**src/rtl/wkbw_pkg.sv**
```systemverilog
// ----------------------------------------------------------------------------
// wkbw_pkg
// Shared types, register indexes and widths for the kernel bundle point warp.
// ----------------------------------------------------------------------------
package wkbw_pkg;

   // request opcodes
   localparam logic OP_LOAD = 1'b0;
   localparam logic OP_EVAL = 1'b1;

   // configuration register indexes
   localparam int CSR_IDX_W  = 3;
   localparam int CSR_DATA_W = 64;
   localparam logic [CSR_IDX_W-1:0] CSR_NUM_LEVELS = 3'd0;
   localparam logic [CSR_IDX_W-1:0] CSR_NUM_COMPS  = 3'd1;
   localparam logic [CSR_IDX_W-1:0] CSR_DESC_0     = 3'd2;
   localparam logic [CSR_IDX_W-1:0] CSR_DESC_1     = 3'd3;
   localparam logic [CSR_IDX_W-1:0] CSR_DESC_2     = 3'd4;
   localparam logic [CSR_IDX_W-1:0] CSR_DESC_3     = 3'd5;
   localparam int NDESC = 4;

   // arithmetic widths
   localparam int MUL_W  = 33;
   localparam int PROD_W = 66;
   localparam int SQ_W   = 43;
   localparam int ROOT_W = 22;
   localparam int DIV_W  = 48;
   localparam int DEN_W  = 5;

   typedef logic signed [31:0] q16_type;

   // level descriptor, packed as written through the register port
   typedef struct packed {
      logic [11:0] inv_z;
      logic [11:0] inv_y;
      logic [11:0] inv_x;
      logic [7:0]  gz;
      logic [7:0]  gy;
      logic [7:0]  gx;
      logic [3:0]  sup;
   } desc_type;

   function automatic logic [7:0] desc_g(input desc_type d, input logic [1:0] ax);
      logic [7:0] g;
      case (ax)
         2'd0:    g = d.gx;
         2'd1:    g = d.gy;
         default: g = d.gz;
      endcase
      return g;
   endfunction

   function automatic logic [11:0] desc_inv(input desc_type d, input logic [1:0] ax);
      logic [11:0] v;
      case (ax)
         2'd0:    v = d.inv_x;
         2'd1:    v = d.inv_y;
         default: v = d.inv_z;
      endcase
      return v;
   endfunction

endpackage

```
**src/rtl/wkbw_isqrt.sv**
```systemverilog
// ----------------------------------------------------------------------------
// wkbw_isqrt
// Bit-serial integer square root, one result bit per cycle.
// ----------------------------------------------------------------------------
module wkbw_isqrt (
   input  logic                             clock,
   input  logic                             reset,
   input  logic                             start,
   input  logic [wkbw_pkg::SQ_W-1:0]        value,
   output logic                             done,
   output logic [wkbw_pkg::ROOT_W-1:0]      root
);

   localparam int RW = wkbw_pkg::SQ_W + 1;

   logic          busy_ff, busy_in;
   logic          done_ff, done_in;
   logic [RW-1:0] v_ff, v_in;
   logic [RW-1:0] res_ff, res_in;
   logic [RW-1:0] bit_ff, bit_in;
   logic [RW-1:0] trial;

   // one compare and subtract per step
   always_comb begin
      busy_in = busy_ff;
      done_in = 1'b0;
      v_in    = v_ff;
      res_in  = res_ff;
      bit_in  = bit_ff;
      trial   = res_ff + bit_ff;
      if (start) begin
         busy_in = 1'b1;
         v_in    = RW'(value);
         res_in  = '0;
         bit_in  = RW'(1) << (wkbw_pkg::SQ_W - 1);
      end else if (busy_ff) begin
         if (v_ff >= trial) begin
            v_in   = v_ff - trial;
            res_in = (res_ff >> 1) + bit_ff;
         end else begin
            res_in = res_ff >> 1;
         end
         bit_in = bit_ff >> 2;
         if (bit_ff == RW'(1)) begin
            busy_in = 1'b0;
            done_in = 1'b1;
         end
      end
   end

   always_ff @(posedge clock) begin
      if (reset) begin
         busy_ff <= 1'b0;
         done_ff <= 1'b0;
      end else begin
         busy_ff <= busy_in;
         done_ff <= done_in;
      end
      v_ff   <= v_in;
      res_ff <= res_in;
      bit_ff <= bit_in;
   end

   assign done = done_ff;
   assign root = res_ff[wkbw_pkg::ROOT_W-1:0];

endmodule

```
**config.mk**
```make
export PLATFORM = sky130hd
export DESIGN_NAME = wkbw_isqrt
export DESIGN_NICKNAME = d
export VERILOG_FILES = /design/src/rtl/wkbw_pkg.sv /design/src/rtl/wkbw_isqrt.sv
export SDC_FILE = /design/constraint.sdc
export NUM_CORES = 1
export LEC_CHECK = 0
export BUFFER_PORTS_ARGS = -buffer_cell sky130_fd_sc_hd__buf_2
export CORE_MARGIN = 2
export CORE_UTILIZATION = 56
export CTS_CLUSTER_DIAMETER = 50
export DETAILED_ROUTE_END_ITERATION = 8
export PLACE_DENSITY = 0.78
export SYNTH_ARGS = -nofsm -noshare
export SYNTH_HDL_FRONTEND = slang
export SYNTH_SLANG_ARGS = --single-unit
```
**constraint.sdc**
```tcl
create_clock -name clock -period 5.8 [get_ports clock]
set_input_delay 1.45 -clock clock [delete_from_list [all_inputs] [get_ports clock]]
set_output_delay 1.45 -clock clock [all_outputs]
set_load 0.01 [all_outputs]
```
==> results.cfg <==
[outcome]
status = finished clean

[grt]
first_global_vias = 8639
grt_pass1_wl_um = 43400
grt-ovfl-total = 0
antenna_found_initial = 0
grt_max_degree = 94
track_usage_pct = 27.1

[sta]
rsz0062_at_grt = false
finalHoldViolations = 0
setup_violations = 0
max_freq_mhz = 181
fin_worst_skew_ns = 0.00983
drv_slew = 0
post-route-period-util_pct = 95.1
slew_headroom_pct = 30.1
fin_setup_tns_ns = 0
tightest_slew_ns = 1.05
holdWs_ns = 0.491
min_period_ns = 5.51

[yosys]
netlist_area_mm2 = 0.0101
synth_edf_count = 43
synthFlopType = dfxtp_1
ys_ff_latch = 112
synth-seq-area-share_pct = 26.6
yosysUniqueCellTypes = 71
syn_inst = 1253
synthArstFlopShare_pct = 0
synth_top_area_share_pct = 13.7
yosys-top-cells-area = dfxtp_1, edfxtp_1, ha_1, nand2_1, xnor2_1
yosys_warnings = 0
postSynthAreaPerCell_um2 = 8.03
synth_nets = 1390
yosys.area.top_type = dfxtp_1

[setup_path]
crit_slowest_cell = or4_1
crit_fanout = 8
cp_num_buf_inv = 1
crit_path_cell_trace = ha_1 -> a211oi_1 -> a211oi_2 -> o211ai_1 -> buf_4 -> o31a_1 -> o21ai_1 -> a31oi_1 -> o21bai_1 -> a21oi_1 -> xor2_1 -> ha_1 -> a21o_1 -> a21o_1 -> a21oi_1 -> o21ai_0 -> a221o_1 -> a21oi_4 -> nand2_1 -> o2111a_1 -> or4_1
r2r_cells = 21
cp-startpoint = res_ff[4]
r2r-end = v_ff[43]
critPathTopFamily = compound AO/OA/AOI/OAI gates
arrival_ns = 5.76
crit-reg2reg-launch = res_ff[4]
crit_required_ns = 6.04
critPathCapture = v_ff[43]
cp_num_cells = 21
cp_slowest_stage_delay_ns = 0.52
cp-end-kind = flop
cp-start-kind = flop
crit_type = reg2reg
rrSetupSlack_ns = 0.29

[finish]
diodes = 0
final-instance-count-excl-fill = 1497
regArea_mm2 = 0.00268
multiInputGateArea_mm2 = 0.00692
nets = 1400
final.fill_count = 1600
drive_above_1_share_pct = 10.6
layout.cells.most_common = nand2_1
layout_common_cells = nand2_1, nor2_1, a21oi_1, ha_1, o21ai_0
syn_to_final_growth_pct = 6.61
fin_area_mm2 = 0.0107

[min_path]
hold_path.class = reg2reg

[detailed_routing]
wl_per_cell_um = 17.8
dr_total_vias = 9556
drtIter0Drc = 957
vias_per_cell = 6.38
antenna_left = 0
drc_errors = 0
routed_wl_um = 26700
drt_first_pass_iters = 5

[placement]
finalWeightedCongestion = 0.890
place_inst = 1477
dp_hpwl_um = 19200
port_buffers = 68
dpl_cell_area_mm2 = 0.0104

[floorplanning]
io_pins = 69
die_area_mm2 = 0.0190
coreArea_mm2 = 0.0178
die_h_um = 138
start_util_pct = 56.6
fp-row-count = 49
die_x_um = 138

[cts]
tritoncts = yes
clk_latency_ns = 0.37
clock_tree.buffer_depth = 2
clk_pin_slew_ns = 0.08
clock-sinks = 112
htreeDepth = 3
cts_root_buf = clkbuf_16
cts_buffers = 9

[pwr]
p_per_area_mw_per_mm2 = 469
p_leak_nw = 4.21
vdd_drop_max_mv = 0.311

[flow_run]
drv_cap = 0
worst register-to-register path, stage by stage (launching register included):
cell and delay [ns]:
dfxtp_1 0.39, ha_1 0.40, a211oi_1 0.12, a211oi_2 0.36, o211ai_1 0.13, buf_4 0.16
o31a_1 0.33, o21ai_1 0.26, a31oi_1 0.18, o21bai_1 0.24, a21oi_1 0.11, xor2_1 0.15
ha_1 0.38, a21o_1 0.21, a21o_1 0.16, a21oi_1 0.17, o21ai_0 0.14, a221o_1 0.38
a21oi_4 0.25, nand2_1 0.17, o2111a_1 0.16, or4_1 0.52
where the power goes:
part / leakage [nW] / switching (W) / internal, W
Clock: 0.134 / 0.000323 / 0.000297
Sequential: 0.995 / 0.000200 / 0.00111
Combinational: 3.08 / 0.00187 / 0.00124
Total: 4.21 / 0.00239 / 0.00264
cell usage after synthesis (all sizes together) (4+ instances only):
cell type and n:
nand4 27, a311oi 10, o31ai 16, a31oi 45, nor2 128, or3 8, and3 17, o21bai 17
nor2b 8, a21o 25, mux2i 30, o31a 4, a211o 4, o22ai 4, nand3 27, a211oi 27
o21ai 84, ha 90, nor3 17, o211ai 12, a31o 8, and4 5, edfxtp 43, o32ai 4
a21boi 8, and2 6, a21oi 95, o21a 11, xnor2 56, buf 34, xor2 43, inv 18
dfxtp 69, mux2 6, nand2 135, clkbuf 54, nor4 7
cell families after synthesis:
family / synth area share (%)
AOI/OAI and AO/OA: 26.3
and+or+nand+nor: 18.5
adders and majority gates: 11.4
muxes: 3.66
xor gates and xnor gates: 8.62
buffers and inverters: 5.01
DFF: 26.6
state kept, by name (all words and copies together), names as in the netlist:
signal,flops
bit_ff,22
res_ff,44
busy_ff,1
done,1
v_ff,44
per-layer routing:
layer	up-vias	routed length (um)	share of wire, %	GRT usage [%]
li1	4676	-	-	-
met1	4485	12400	47	38.3
met2	357	12100	45	43.4
met3	38	1710	6.4	4.47
met4	0	452	1.7	7.04
met5	-	0	0	0
through the flow:
stage | setup WS, ns | util, % | power (W)
6_report | 0.286 | 60.3 | 0.00503
2_1_floorplan | 0.384 | - | 0.00362
4_1_cts | 0.236 | 60.0 | 0.00494
3_5_place_dp | 0.0704 | 58.4 | 0.00430
5_1_grt | 0.0167 | 60.3 | 0.00541
3_3_place_gp | 0.281 | 58.4 | 0.00423
worst min-delay path by stage:
| stage | startpoint | end | slack [ns] | cells past startpoint |
|---|---|---|---|---|
| floorplan | res_ff[43] | res_ff[43] | 0.48 | 2 |
| global placement | busy_ff | res_ff[7] | 0.48 | 1 |
| detailed placement | busy_ff | res_ff[3] | 0.48 | 1 |
| CTS | busy_ff | res_ff[3] | 0.49 | 1 |
| global route | busy_ff | res_ff[3] | 0.52 | 1 |
| finish | busy_ff | res_ff[3] | 0.49 | 1 |
repair_timing:
item                                    4_1_cts  5_1_grt
gates resized for setup                       1        5
pin swaps                                     0        3
hold buffers                                  0        0
setup buffers                                 0        3
gates cloned                                  0        1
endpoints found under the setup margin        2       88
layout make-up:
class	instances	share of cell area (%)
Clock buffer	9	2.10
Clock inverter	7	0.502
Inverter	18	0.630
Multi-Input combinational cell	1036	64.6
Sequential cell	112	25.0
Tap cell	229	2.67
Timing Repair Buffer	86	4.58
Note: power is estimated with default switching activity, not from simulation.
