===== config.mk =====
export PLATFORM = sky130hd
export DESIGN_NAME = wkbw_mul
export DESIGN_NICKNAME = d
export VERILOG_FILES = /design/src/rtl/wkbw_pkg.sv /design/src/rtl/wkbw_mul.sv
export SDC_FILE = /design/constraint.sdc
export NUM_CORES = 2
export LEC_CHECK = 0
export ABC_CLOCK_PERIOD_IN_PS = 14080
export BUFFER_PORTS_ARGS = -buffer_cell sky130_fd_sc_hd__buf_2
export CAP_MARGIN = 20
export CELL_PAD_IN_SITES_DETAIL_PLACEMENT = 0
export CELL_PAD_IN_SITES_GLOBAL_PLACEMENT = 1
export CORE_MARGIN = 4
export CORE_UTILIZATION = 25
export CTS_CLUSTER_DIAMETER = 80
export DETAILED_ROUTE_END_ITERATION = 10
export GPL_ROUTABILITY_DRIVEN = 0
export HOLD_SLACK_MARGIN = 0.02
export PLACE_DENSITY_LB_ADDON = 0.1
export RECOVER_POWER = 50
export SLEW_MARGIN = 10
export SYNTH_ARGS = -nofsm -noshare
export SYNTH_HDL_FRONTEND = slang
export SYNTH_SLANG_ARGS = --single-unit

===== constraint.sdc =====
create_clock -name clock -period 14.08 [get_ports clock]
set_clock_uncertainty 0.15 [all_clocks]
set_input_delay 0.704 -clock clock [delete_from_list [all_inputs] [get_ports clock]]
set_output_delay 0.704 -clock clock [all_outputs]
set_load 0.02 [all_outputs]

===== src/rtl/wkbw_pkg.sv =====
// ----------------------------------------------------------------------------
// wkbw_pkg
// Shared types, register indexes and widths for the kernel bundle point warp.
// ----------------------------------------------------------------------------
package wkbw_pkg;

   // request opcodes
   localparam logic OP_LOAD = 1'b0;
   localparam logic OP_EVAL = 1'b1;

   // configuration register indexes
   localparam int CSR_IDX_W  = 3;
   localparam int CSR_DATA_W = 64;
   localparam logic [CSR_IDX_W-1:0] CSR_NUM_LEVELS = 3'd0;
   localparam logic [CSR_IDX_W-1:0] CSR_NUM_COMPS  = 3'd1;
   localparam logic [CSR_IDX_W-1:0] CSR_DESC_0     = 3'd2;
   localparam logic [CSR_IDX_W-1:0] CSR_DESC_1     = 3'd3;
   localparam logic [CSR_IDX_W-1:0] CSR_DESC_2     = 3'd4;
   localparam logic [CSR_IDX_W-1:0] CSR_DESC_3     = 3'd5;
   localparam int NDESC = 4;

   // arithmetic widths
   localparam int MUL_W  = 33;
   localparam int PROD_W = 66;
   localparam int SQ_W   = 43;
   localparam int ROOT_W = 22;
   localparam int DIV_W  = 48;
   localparam int DEN_W  = 5;

   typedef logic signed [31:0] q16_type;

   // level descriptor, packed as written through the register port
   typedef struct packed {
      logic [11:0] inv_z;
      logic [11:0] inv_y;
      logic [11:0] inv_x;
      logic [7:0]  gz;
      logic [7:0]  gy;
      logic [7:0]  gx;
      logic [3:0]  sup;
   } desc_type;

   function automatic logic [7:0] desc_g(input desc_type d, input logic [1:0] ax);
      logic [7:0] g;
      case (ax)
         2'd0:    g = d.gx;
         2'd1:    g = d.gy;
         default: g = d.gz;
      endcase
      return g;
   endfunction

   function automatic logic [11:0] desc_inv(input desc_type d, input logic [1:0] ax);
      logic [11:0] v;
      case (ax)
         2'd0:    v = d.inv_x;
         2'd1:    v = d.inv_y;
         default: v = d.inv_z;
      endcase
      return v;
   endfunction

endpackage


===== src/rtl/wkbw_mul.sv =====
// ----------------------------------------------------------------------------
// wkbw_mul
// Shared signed multiplier with a registered product.
// ----------------------------------------------------------------------------
module wkbw_mul (
   input  logic                                 clock,
   input  logic signed [wkbw_pkg::MUL_W-1:0]    a,
   input  logic signed [wkbw_pkg::MUL_W-1:0]    b,
   output logic signed [wkbw_pkg::PROD_W-1:0]   p
);

   logic signed [wkbw_pkg::PROD_W-1:0] p_ff;

   // register the product for the next sequencer step
   always_ff @(posedge clock) begin
      p_ff <= a * b;
   end

   assign p = p_ff;

endmodule


==> flow_summary.json <==
{
  "ys_seq_elements": 66,
  "io_buffers": 132,
  "drt-pass1-iter-count": 5,
  "postSynthCellCount": 4338,
  "critPathCaptureType": "flop",
  "drt-vias-per-instance": 4.29,
  "unique_masters_post_synth": 80,
  "hp-class": "in -> reg",
  "number_of_antenna_violations_at_the_first_check_in_global_routing": 8,
  "unrepaired_setup_endpoints_after_global_routing": "false",
  "violations": "max-capacitance violations, max-slew violations",
  "drt_first_iter_violations": 1036,
  "die-width_um": 412,
  "global_route_wire_length_before_repair_mm": 216,
  "chipHeight_um": 412,
  "dpl_hpwl_mm": 116,
  "worst_slew_margin_rel": -0.100,
  "core_area_mm2": 0.161,
  "design_area_mm2": 0.0438,
  "startpoint_type_of_the_worst_setup_path": "input port",
  "layout.filler_cells": 17400,
  "maximum_count_of_clock_buffers_along_a_single_path": 2,
  "maxCapViolations": 1,
  "grt_max_degree": 34,
  "cp_max_fo": 33,
  "timing.critical_path.required_ns": 14.26,
  "vias_in_the_first_global_route": 32400,
  "synth_area_mm2": 0.0407,
  "final_layout_net_count": 5721,
  "floorplan.initialDensity": 0.253,
  "worst_pin_slew_ns": 1.65,
  "globalRouteTotalUtil": 0.173,
  "vias_post_dr": 27700,
  "syn_nets": 5767,
  "hold_violations": 0,
  "cts.repair.resized": 0,
  "postRouteAntennaNets": 0,
  "layout-drive-gt1-share": 0.0358,
  "timing.setup.critical_path_class": "in -> reg",
  "setup_tns_ns": 0,
  "floorplan.io_pins": 133,
  "core.rowCount": 147,
  "cts_tree": "done",
  "cts_made_buffers": 9,
  "post-synth-top-area-cell": "sky130_fd_sc_hd__fa_1",
  "fmax_mhz": 103,
  "synth_flop_cell": "sky130_fd_sc_hd__dfxtp_1",
  "drt_drc_violations_left": 0,
  "placedInstanceArea_mm2": 0.0435,
  "multi_input_area_mm2": 0.0343,
  "post_cts_hold_buffer_count": 0,
  "synth.yosys.warnings": 0,
  "finalCritPeriodShare": 0.689,
  "largest_reg_flops": 66,
  "h-tree-depth": 3,
  "wire_per_inst_um": 21.7,
  "post-cts-setup-buffers": 0,
  "finalSetupViolCount": 0,
  "clock_sink_count": 66,
  "synth_top_area_share": 0.563,
  "clockRootBuffer": "sky130_fd_sc_hd__clkbuf_16",
  "layout_common_cells": "1143 x sky130_fd_sc_hd__fa_1, 1131 x sky130_fd_sc_hd__inv_1, 561 x sky130_fd_sc_hd__and2_1",
  "synth-seq-area-share": 0.0324,
  "synth-edff-count": 0,
  "die-area_mm2": 0.169,
  "avg_inst_size_synth_um2": 9.39,
  "most_frequent_standard_cell_in_the_layout_excluding_fill_and_tap_cells": "sky130_fd_sc_hd__fa_1",
  "path_clk_slew_ns": 0.07,
  "final_max_slew_viol_count": 34,
  "global_route.overflow_total": 0,
  "status": "complete, but fails checks",
  "final-seq-area_mm2": 0.00132,
  "synth_area_leaders": "sky130_fd_sc_hd__fa_1 56%, sky130_fd_sc_hd__inv_1 10%, sky130_fd_sc_hd__and2_1 8.6%",
  "critPathArrivalTime_ns": 9.87,
  "route.final.wire_length_mm": 140,
  "layout-area-overhead-vs-synth_pct": 7.47,
  "min_period_ns": 9.69,
  "async_reset_ff_frac": 0
}
cell type report:
cell class | count | share of cell area
clock buffers | 9 | 0.00514
flip-flops and latches | 66 | 0.0302
well taps | 2160 | 0.0617
inverters | 1131 | 0.0970
clock inverters | 7 | 0.00286
diodes | 6 | 0.000343
multi-input cells | 2920 | 0.784
repair buffers | 164 | 0.0187
worst max-delay path, stage by stage:
cell                       delay, ns
sky130_fd_sc_hd__clkbuf_1       1.16
sky130_fd_sc_hd__nand2_1        0.24
sky130_fd_sc_hd__inv_1          0.22
sky130_fd_sc_hd__fa_1           0.51
sky130_fd_sc_hd__fa_1           0.57
sky130_fd_sc_hd__fa_2           0.83
sky130_fd_sc_hd__fa_1           0.51
sky130_fd_sc_hd__fa_1           0.50
sky130_fd_sc_hd__fa_1           0.51
sky130_fd_sc_hd__fa_1           0.49
sky130_fd_sc_hd__inv_1          0.05
sky130_fd_sc_hd__fa_1           0.47
sky130_fd_sc_hd__inv_1          0.04
sky130_fd_sc_hd__ha_1           0.45
sky130_fd_sc_hd__nand3_1        0.27
sky130_fd_sc_hd__nor2_1         0.34
sky130_fd_sc_hd__nand2_1        0.21
sky130_fd_sc_hd__nor3_1         0.77
sky130_fd_sc_hd__o311ai_4       0.35
sky130_fd_sc_hd__nand3_2        0.27
sky130_fd_sc_hd__a211oi_1       0.10
sky130_fd_sc_hd__a311oi_1       0.25
path summary, 6_finish.rpt:
| kind | startpoint | end | slack (ns) | cells past startpoint |
|---|---|---|---|---|
| worst max-delay path | b[0] | p[64]$_DFF_P_ | 4.39 | 22 |
| worst min-delay path | a[0] | p[0]$_DFF_P_ | 0.79 | 3 |
metal layers:
layer,vias to the layer above,share of wire,track usage
met5,-,0,0
met4,0,0.019,0.0365
met3,64,0.015,0.0105
met2,290,0.55,0.329
met1,15100,0.41,0.213
li1,12200,-,-
cells in the mapped netlist (3+ instances only):
| cell type | instances |
|---|---|
| sky130_fd_sc_hd__ha_1 | 217 |
| sky130_fd_sc_hd__nand3_1 | 25 |
| sky130_fd_sc_hd__nand4_1 | 11 |
| sky130_fd_sc_hd__o21ai_1 | 6 |
| sky130_fd_sc_hd__a21oi_2 | 3 |
| sky130_fd_sc_hd__buf_2 | 11 |
| sky130_fd_sc_hd__and2_1 | 562 |
| sky130_fd_sc_hd__clkbuf_1 | 208 |
| sky130_fd_sc_hd__xnor2_1 | 43 |
| sky130_fd_sc_hd__nor3_1 | 7 |
| sky130_fd_sc_hd__and3_1 | 5 |
| sky130_fd_sc_hd__a21o_1 | 36 |
| sky130_fd_sc_hd__nor2_1 | 68 |
| sky130_fd_sc_hd__a211oi_1 | 7 |
| sky130_fd_sc_hd__and4_1 | 5 |
| sky130_fd_sc_hd__inv_1 | 1131 |
| sky130_fd_sc_hd__o21a_1 | 6 |
| sky130_fd_sc_hd__or2_2 | 3 |
| sky130_fd_sc_hd__or3_1 | 3 |
| sky130_fd_sc_hd__a211o_1 | 6 |
| sky130_fd_sc_hd__o21ai_0 | 25 |
| sky130_fd_sc_hd__a31oi_1 | 8 |
| sky130_fd_sc_hd__xor2_1 | 25 |
| sky130_fd_sc_hd__nand2b_1 | 12 |
| sky130_fd_sc_hd__a21oi_1 | 57 |
| sky130_fd_sc_hd__o31ai_4 | 3 |
| sky130_fd_sc_hd__o21bai_1 | 11 |
| sky130_fd_sc_hd__nor2b_1 | 5 |
| sky130_fd_sc_hd__o211ai_1 | 4 |
| sky130_fd_sc_hd__fa_1 | 1145 |
| sky130_fd_sc_hd__dfxtp_1 | 66 |
| sky130_fd_sc_hd__nand2_1 | 551 |
| sky130_fd_sc_hd__a211oi_2 | 3 |
cells by family after synthesis:
kind of cell             after synthesis  synth area share
adder cells (fa/ha/maj)             1362             0.629
buffers and inverters               1352             0.125
AND/OR/NAND/NOR                     1271             0.158
AO/OA/AOI/OAI                        219            0.0407
XOR/XNOR                              68            0.0146
flip-flops                            66            0.0324
through the flow:
| step | cells | utilization | worst slack, ns | hold WS, ns |
|---|---|---|---|---|
| CTS | 6457 | 0.272 | 4.95 | 0.713 |
| finish | 6463 | 0.271 | 4.39 | 0.793 |
| detailed placement | 6441 | 0.270 | 4.50 | 0.972 |
| floorplan | 4338 | - | 5.99 | 0.681 |
| global route | 6459 | 0.271 | 3.91 | 0.798 |
| global placement | 6441 | 0.270 | 4.43 | 0.973 |
Power is left out: the tool's default activity adds up to more than one toggle a clock period on the data nets, which glitch-free logic cannot reach.
