## config.mk

```make
export PLATFORM = sky130hd
export DESIGN_NAME = wkbw_div
export DESIGN_NICKNAME = d
export VERILOG_FILES = /design/src/rtl/wkbw_pkg.sv /design/src/rtl/wkbw_div.sv
export SDC_FILE = /design/constraint.sdc
export NUM_CORES = 1
export LEC_CHECK = 0
export ABC_AREA = 1
export ABC_CLOCK_PERIOD_IN_PS = 2550
export BUFFER_PORTS_ARGS = -buffer_cell sky130_fd_sc_hd__buf_2
export CAP_MARGIN = 20
export CORE_UTILIZATION = 40
export DETAILED_ROUTE_END_ITERATION = 10
export GPL_ROUTABILITY_DRIVEN = 0
export PLACE_DENSITY_LB_ADDON = 0.12
export SETUP_SLACK_MARGIN = 0.3
export SYNTH_ARGS = -nofsm -noshare
export SYNTH_HDL_FRONTEND = slang
export SYNTH_SLANG_ARGS = --single-unit
```

## constraint.sdc

```tcl
create_clock -name clock -period 2.55 [get_ports clock]
set_clock_uncertainty 0.15 [all_clocks]
set_input_delay 0.51 -clock clock [delete_from_list [all_inputs] [get_ports clock]]
set_output_delay 0.51 -clock clock [all_outputs]
set_load 0.01 [all_outputs]
```

## src/rtl/wkbw_pkg.sv

```systemverilog
// ----------------------------------------------------------------------------
// wkbw_pkg
// Shared types, register indexes and widths for the kernel bundle point warp.
// ----------------------------------------------------------------------------
package wkbw_pkg;

   // request opcodes
   localparam logic OP_LOAD = 1'b0;
   localparam logic OP_EVAL = 1'b1;

   // configuration register indexes
   localparam int CSR_IDX_W  = 3;
   localparam int CSR_DATA_W = 64;
   localparam logic [CSR_IDX_W-1:0] CSR_NUM_LEVELS = 3'd0;
   localparam logic [CSR_IDX_W-1:0] CSR_NUM_COMPS  = 3'd1;
   localparam logic [CSR_IDX_W-1:0] CSR_DESC_0     = 3'd2;
   localparam logic [CSR_IDX_W-1:0] CSR_DESC_1     = 3'd3;
   localparam logic [CSR_IDX_W-1:0] CSR_DESC_2     = 3'd4;
   localparam logic [CSR_IDX_W-1:0] CSR_DESC_3     = 3'd5;
   localparam int NDESC = 4;

   // arithmetic widths
   localparam int MUL_W  = 33;
   localparam int PROD_W = 66;
   localparam int SQ_W   = 43;
   localparam int ROOT_W = 22;
   localparam int DIV_W  = 48;
   localparam int DEN_W  = 5;

   typedef logic signed [31:0] q16_type;

   // level descriptor, packed as written through the register port
   typedef struct packed {
      logic [11:0] inv_z;
      logic [11:0] inv_y;
      logic [11:0] inv_x;
      logic [7:0]  gz;
      logic [7:0]  gy;
      logic [7:0]  gx;
      logic [3:0]  sup;
   } desc_type;

   function automatic logic [7:0] desc_g(input desc_type d, input logic [1:0] ax);
      logic [7:0] g;
      case (ax)
         2'd0:    g = d.gx;
         2'd1:    g = d.gy;
         default: g = d.gz;
      endcase
      return g;
   endfunction

   function automatic logic [11:0] desc_inv(input desc_type d, input logic [1:0] ax);
      logic [11:0] v;
      case (ax)
         2'd0:    v = d.inv_x;
         2'd1:    v = d.inv_y;
         default: v = d.inv_z;
      endcase
      return v;
   endfunction

endpackage

```

## src/rtl/wkbw_div.sv

```systemverilog
// ----------------------------------------------------------------------------
// wkbw_div
// Restoring unsigned divider, one quotient bit per cycle, small divisor.
// ----------------------------------------------------------------------------
module wkbw_div (
   input  logic                           clock,
   input  logic                           reset,
   input  logic                           start,
   input  logic [wkbw_pkg::DIV_W-1:0]     num,
   input  logic [wkbw_pkg::DEN_W-1:0]     den,
   output logic                           done,
   output logic [wkbw_pkg::DIV_W-1:0]     quo
);

   localparam int CNT_W = $clog2(wkbw_pkg::DIV_W);

   logic                          busy_ff, busy_in;
   logic                          done_ff, done_in;
   logic [CNT_W-1:0]              cnt_ff, cnt_in;
   logic [wkbw_pkg::DIV_W-1:0]    q_ff, q_in;
   logic [wkbw_pkg::DEN_W-1:0]    rem_ff, rem_in;
   logic [wkbw_pkg::DEN_W-1:0]    den_ff, den_in;
   logic [wkbw_pkg::DEN_W:0]      trial;

   // shift one dividend bit into the remainder, subtract if it fits
   always_comb begin
      busy_in = busy_ff;
      done_in = 1'b0;
      cnt_in  = cnt_ff;
      q_in    = q_ff;
      rem_in  = rem_ff;
      den_in  = den_ff;
      trial   = {rem_ff, q_ff[wkbw_pkg::DIV_W-1]};
      if (start) begin
         busy_in = 1'b1;
         cnt_in  = '0;
         q_in    = num;
         rem_in  = '0;
         den_in  = den;
      end else if (busy_ff) begin
         if (trial >= {1'b0, den_ff}) begin
            rem_in = wkbw_pkg::DEN_W'(trial - {1'b0, den_ff});
            q_in   = {q_ff[wkbw_pkg::DIV_W-2:0], 1'b1};
         end else begin
            rem_in = trial[wkbw_pkg::DEN_W-1:0];
            q_in   = {q_ff[wkbw_pkg::DIV_W-2:0], 1'b0};
         end
         cnt_in = cnt_ff + 1'b1;
         if (cnt_ff == CNT_W'(wkbw_pkg::DIV_W - 1)) begin
            busy_in = 1'b0;
            done_in = 1'b1;
         end
      end
   end

   always_ff @(posedge clock) begin
      if (reset) begin
         busy_ff <= 1'b0;
         done_ff <= 1'b0;
         cnt_ff  <= '0;
      end else begin
         busy_ff <= busy_in;
         done_ff <= done_in;
         cnt_ff  <= cnt_in;
      end
      q_ff   <= q_in;
      rem_ff <= rem_in;
      den_ff <= den_in;
   end

   assign done = done_ff;
   assign quo  = q_ff;

endmodule

```

==> qor.csv <==
stage,metric,value,unit
yosys,commonest cells in the netlist,"171 x nand2_1, 53 x edfxtp_1, 19 x inv_1",
layout,Reg area,1850,µm²
floorplanning,starting density of the core,41.6,%
route,Iter 0 DRT Violations,66,
timing,Tcrit/Tclk final,74.8,%
yosys,Syn Nets,384,
global_routing,GRT Util Overall,17.4,%
placement,Post-DP HPWL,4.52,mm
route,number of remaining DRC errors,0,
floorplanning,DIE AREA,7890,µm²
global_routing,GRT Residual Overflow,0,
worst_setup_path,CP Capture Type,flip-flop,
flow_run,max cap viols,0,
floorplanning,num ports,105,
global_routing,met3 Usage GRT,7.09,%
global_routing,initial antenna violation count,0,
yosys,Mapped Area,3020,µm²
clock_tree,post-cts sizing count,0,
global_routing,gr busiest metal,met2,
worst_setup_path,Worst Setup Start Kind,flip-flop,
global_routing,vias in the first global route,2153,
yosys,number of synthesized flops with an enable pin,53,
yosys,sequential area share after synthesis,61.4,%
hold_path,Hold Path Class,in -> reg,
worst_setup_path,"Largest stage delay, worst path",0.40,ns
timing,Finish-stage setup viols,0,
clock_tree,"Hold-fix buffers, CTS",0,
clock_tree,post-CTS setup buffers,0,
clock_tree,clk sink count,66,
route,via-per-instance ratio,4.53,
worst_setup_path,crit path max fanout,8,
timing,setup TNS,0,ns
floorplanning,die width,88.8,µm
status,status,completed,
route,Vias,2421,
global_routing,routing usage on met1,21.3,%
floorplanning,std cell rows,31,
timing,fin crit period,1.91,ns
yosys,Yosys top cell by area,edfxtp_1,
worst_setup_path,r2r startpoint,quo[47],
floorplanning,total core area,7250,µm²
yosys,post-synth top area share,52.8,%
layout,diode count,0,
power_and_ir_drop,pwr dens,694,nW/µm²
clock_tree,Clock Path Buffers,2,
layout,Nets,493,
timing,Final Max Tran Viols,0,
route,post-route ant nets,0,
route,DRT Wirelength,6.49,mm
yosys,post-synthesis cell count,321,
power_and_ir_drop,peak supply drop,0.000331,V
timing,Final Hold Viols,0,
clock_tree,Clk Tree Root Cell,clkbuf_8,
route,Routed WL per cell,12.2,µm
floorplanning,Die Y-Extent,88.8,µm
yosys,Netlist cell types,27,
placement,I/O Buffers,104,
layout,area of the multi-input gates,1030,µm²
global_routing,M2 GR Usage,27.7,%
timing,RSZ-0062 raised after global routing,false,
yosys,synth warn,0,
yosys,register bit total from synthesis,66,
worst_setup_path,critical path type,reg -> reg,
yosys,top post-synthesis cells by area,"edfxtp_1 53%, nand2_1 21%, dfxtp_1 8.6%",
clock_tree,Worst-path clk slew,0.07,ns
worst_setup_path,cell chain of the critical path,"inv_1, ha_1, inv_1, fa_1, nand2_1, nand2_1, nand3_4, a31oi_1",
global_routing,global-route wire length before repair,10.1,mm
worst_setup_path,critical path arrival,1.83,ns
worst_setup_path,Worst path slowest cell,fa_1,
timing,worst hold slack,0.194,ns
route,drt pass-1 iters,4,
timing,achievable clock frequency,524,MHz
clock_tree,TritonCTS clock tree,built,
yosys,Post-synth top flop,edfxtp_1,
timing,worst rel slew slack,58.2,%
yosys,ys async rst share,0,%
global_routing,largest net degree at the start of global routing,49,
hold_path,Hold Startpoint,den[2],
clock_tree,H-tree levels,3,
layout,area grow syn2layout,27.6,%
yosys,"Avg Cell Area, Syn",9.39,µm²
yosys,cell with the most instances after synthesis,nand2_1,
layout,fillers,711,
clock_tree,Worst-Skew Late Latency,0.34,ns
layout,share of cells above drive strength 1,30.8,%
timing,measured slew at the worst slew-check pin,0.627,ns
worst_setup_path,Setup crit start,quo[47],
clock_tree,CTS buffer count,9,
power_and_ir_drop,Leak,1.93,nW
worst_setup_path,WP data required,2.48,ns
[state kept, by name, indices dropped and copies added, names as in the netlist]
register,cells
done,1
den_ff,5
rem_ff,5
cnt_ff,6
quo,48
busy_ff,1
[per-stage QoR]
stage	utilization, %	instances	setup slack, ns	cell area [µm²]	power, mW
2_1_floorplan	-	321	0.363	3020	1.62
3_3_place_gp	50.2	518	0.695	3640	1.79
3_5_place_dp	50.2	518	0.649	3640	1.80
4_1_cts	53.0	534	0.639	3850	2.71
5_1_grt	53.0	534	0.490	3850	2.83
6_report	53.0	534	0.643	3850	2.67
[layout by cell type (no fill, tap or decap), drive strengths merged]
cell type	synthesis	layout
clkinvlp	0	3
ha	6	6
o21ai	3	3
edfxtp	53	53
clkinv	0	1
xnor2	1	1
nor2	10	10
dfxtp	13	13
nand3	14	14
nor3b	2	2
inv	20	20
clkbuf	3	11
nand2	172	172
buf	8	109
a31oi	3	3
or2	2	2
bufinv	0	1
fa	1	1
nor3	3	3
a21oi	5	5
nand3b	2	2
[layer usage]
metal | share of wire (%) | up-vias
met5 | 0 | -
met4 | 1.1 | 0
met3 | 6.6 | 6
met2 | 47 | 71
met1 | 45 | 1091
li1 | - | 1253
[power by group]
| group | total [mW] | internal (mW) | switching, mW | leakage (nW) |
|---|---|---|---|---|
| Sequential | 1.34 | 1.29 | 0.0542 | 0.647 |
| Combinational | 0.434 | 0.176 | 0.257 | 1.18 |
| Clock | 0.898 | 0.484 | 0.415 | 0.0962 |
[worst max-delay path, delay by kind of cell, from the launching register on]
family | cells | cell delay, ns
AOI/OAI and AO/OA | 1 | 0.09
adders and majority gates | 2 | 0.54
buffers and inverters | 2 | 0.16
DFF | 1 | 0.39
and+or+nand+nor | 3 | 0.31
[layout make-up]
type / count / area share [%]
multi-input cells: 224 / 26.8
well taps: 99 / 3.22
repair buffers: 109 / 14.5
clock buffers: 11 / 3.68
inverters: 20 / 2.05
clock inverters: 5 / 1.63
flip-flops and latches: 66 / 48.1
[path summary, 6_finish.rpt]
check                    to  cells past startpoint  slack, ns
setup / recovery     quo[0]                      8       0.64
hold / removal    den_ff[2]                      1       0.19
hold reg to reg   cnt_ff[5]                      2       0.33
setup reg to reg     quo[0]                      8       0.64
[logic make-up (layout without fill, tap and decap cells)]
group | Yosys count | in the layout | synth area share, %
AOI/OAI and AO/OA | 11 | 11 | 1.95
xor gates and xnor gates | 1 | 1 | 0.291
adders and majority gates | 7 | 7 | 3.15
buffers and inverters | 31 | 145 | 4.52
DFF | 66 | 66 | 61.4
and+or+nand+nor | 205 | 205 | 28.7
(Power assumes the default switching activity.)
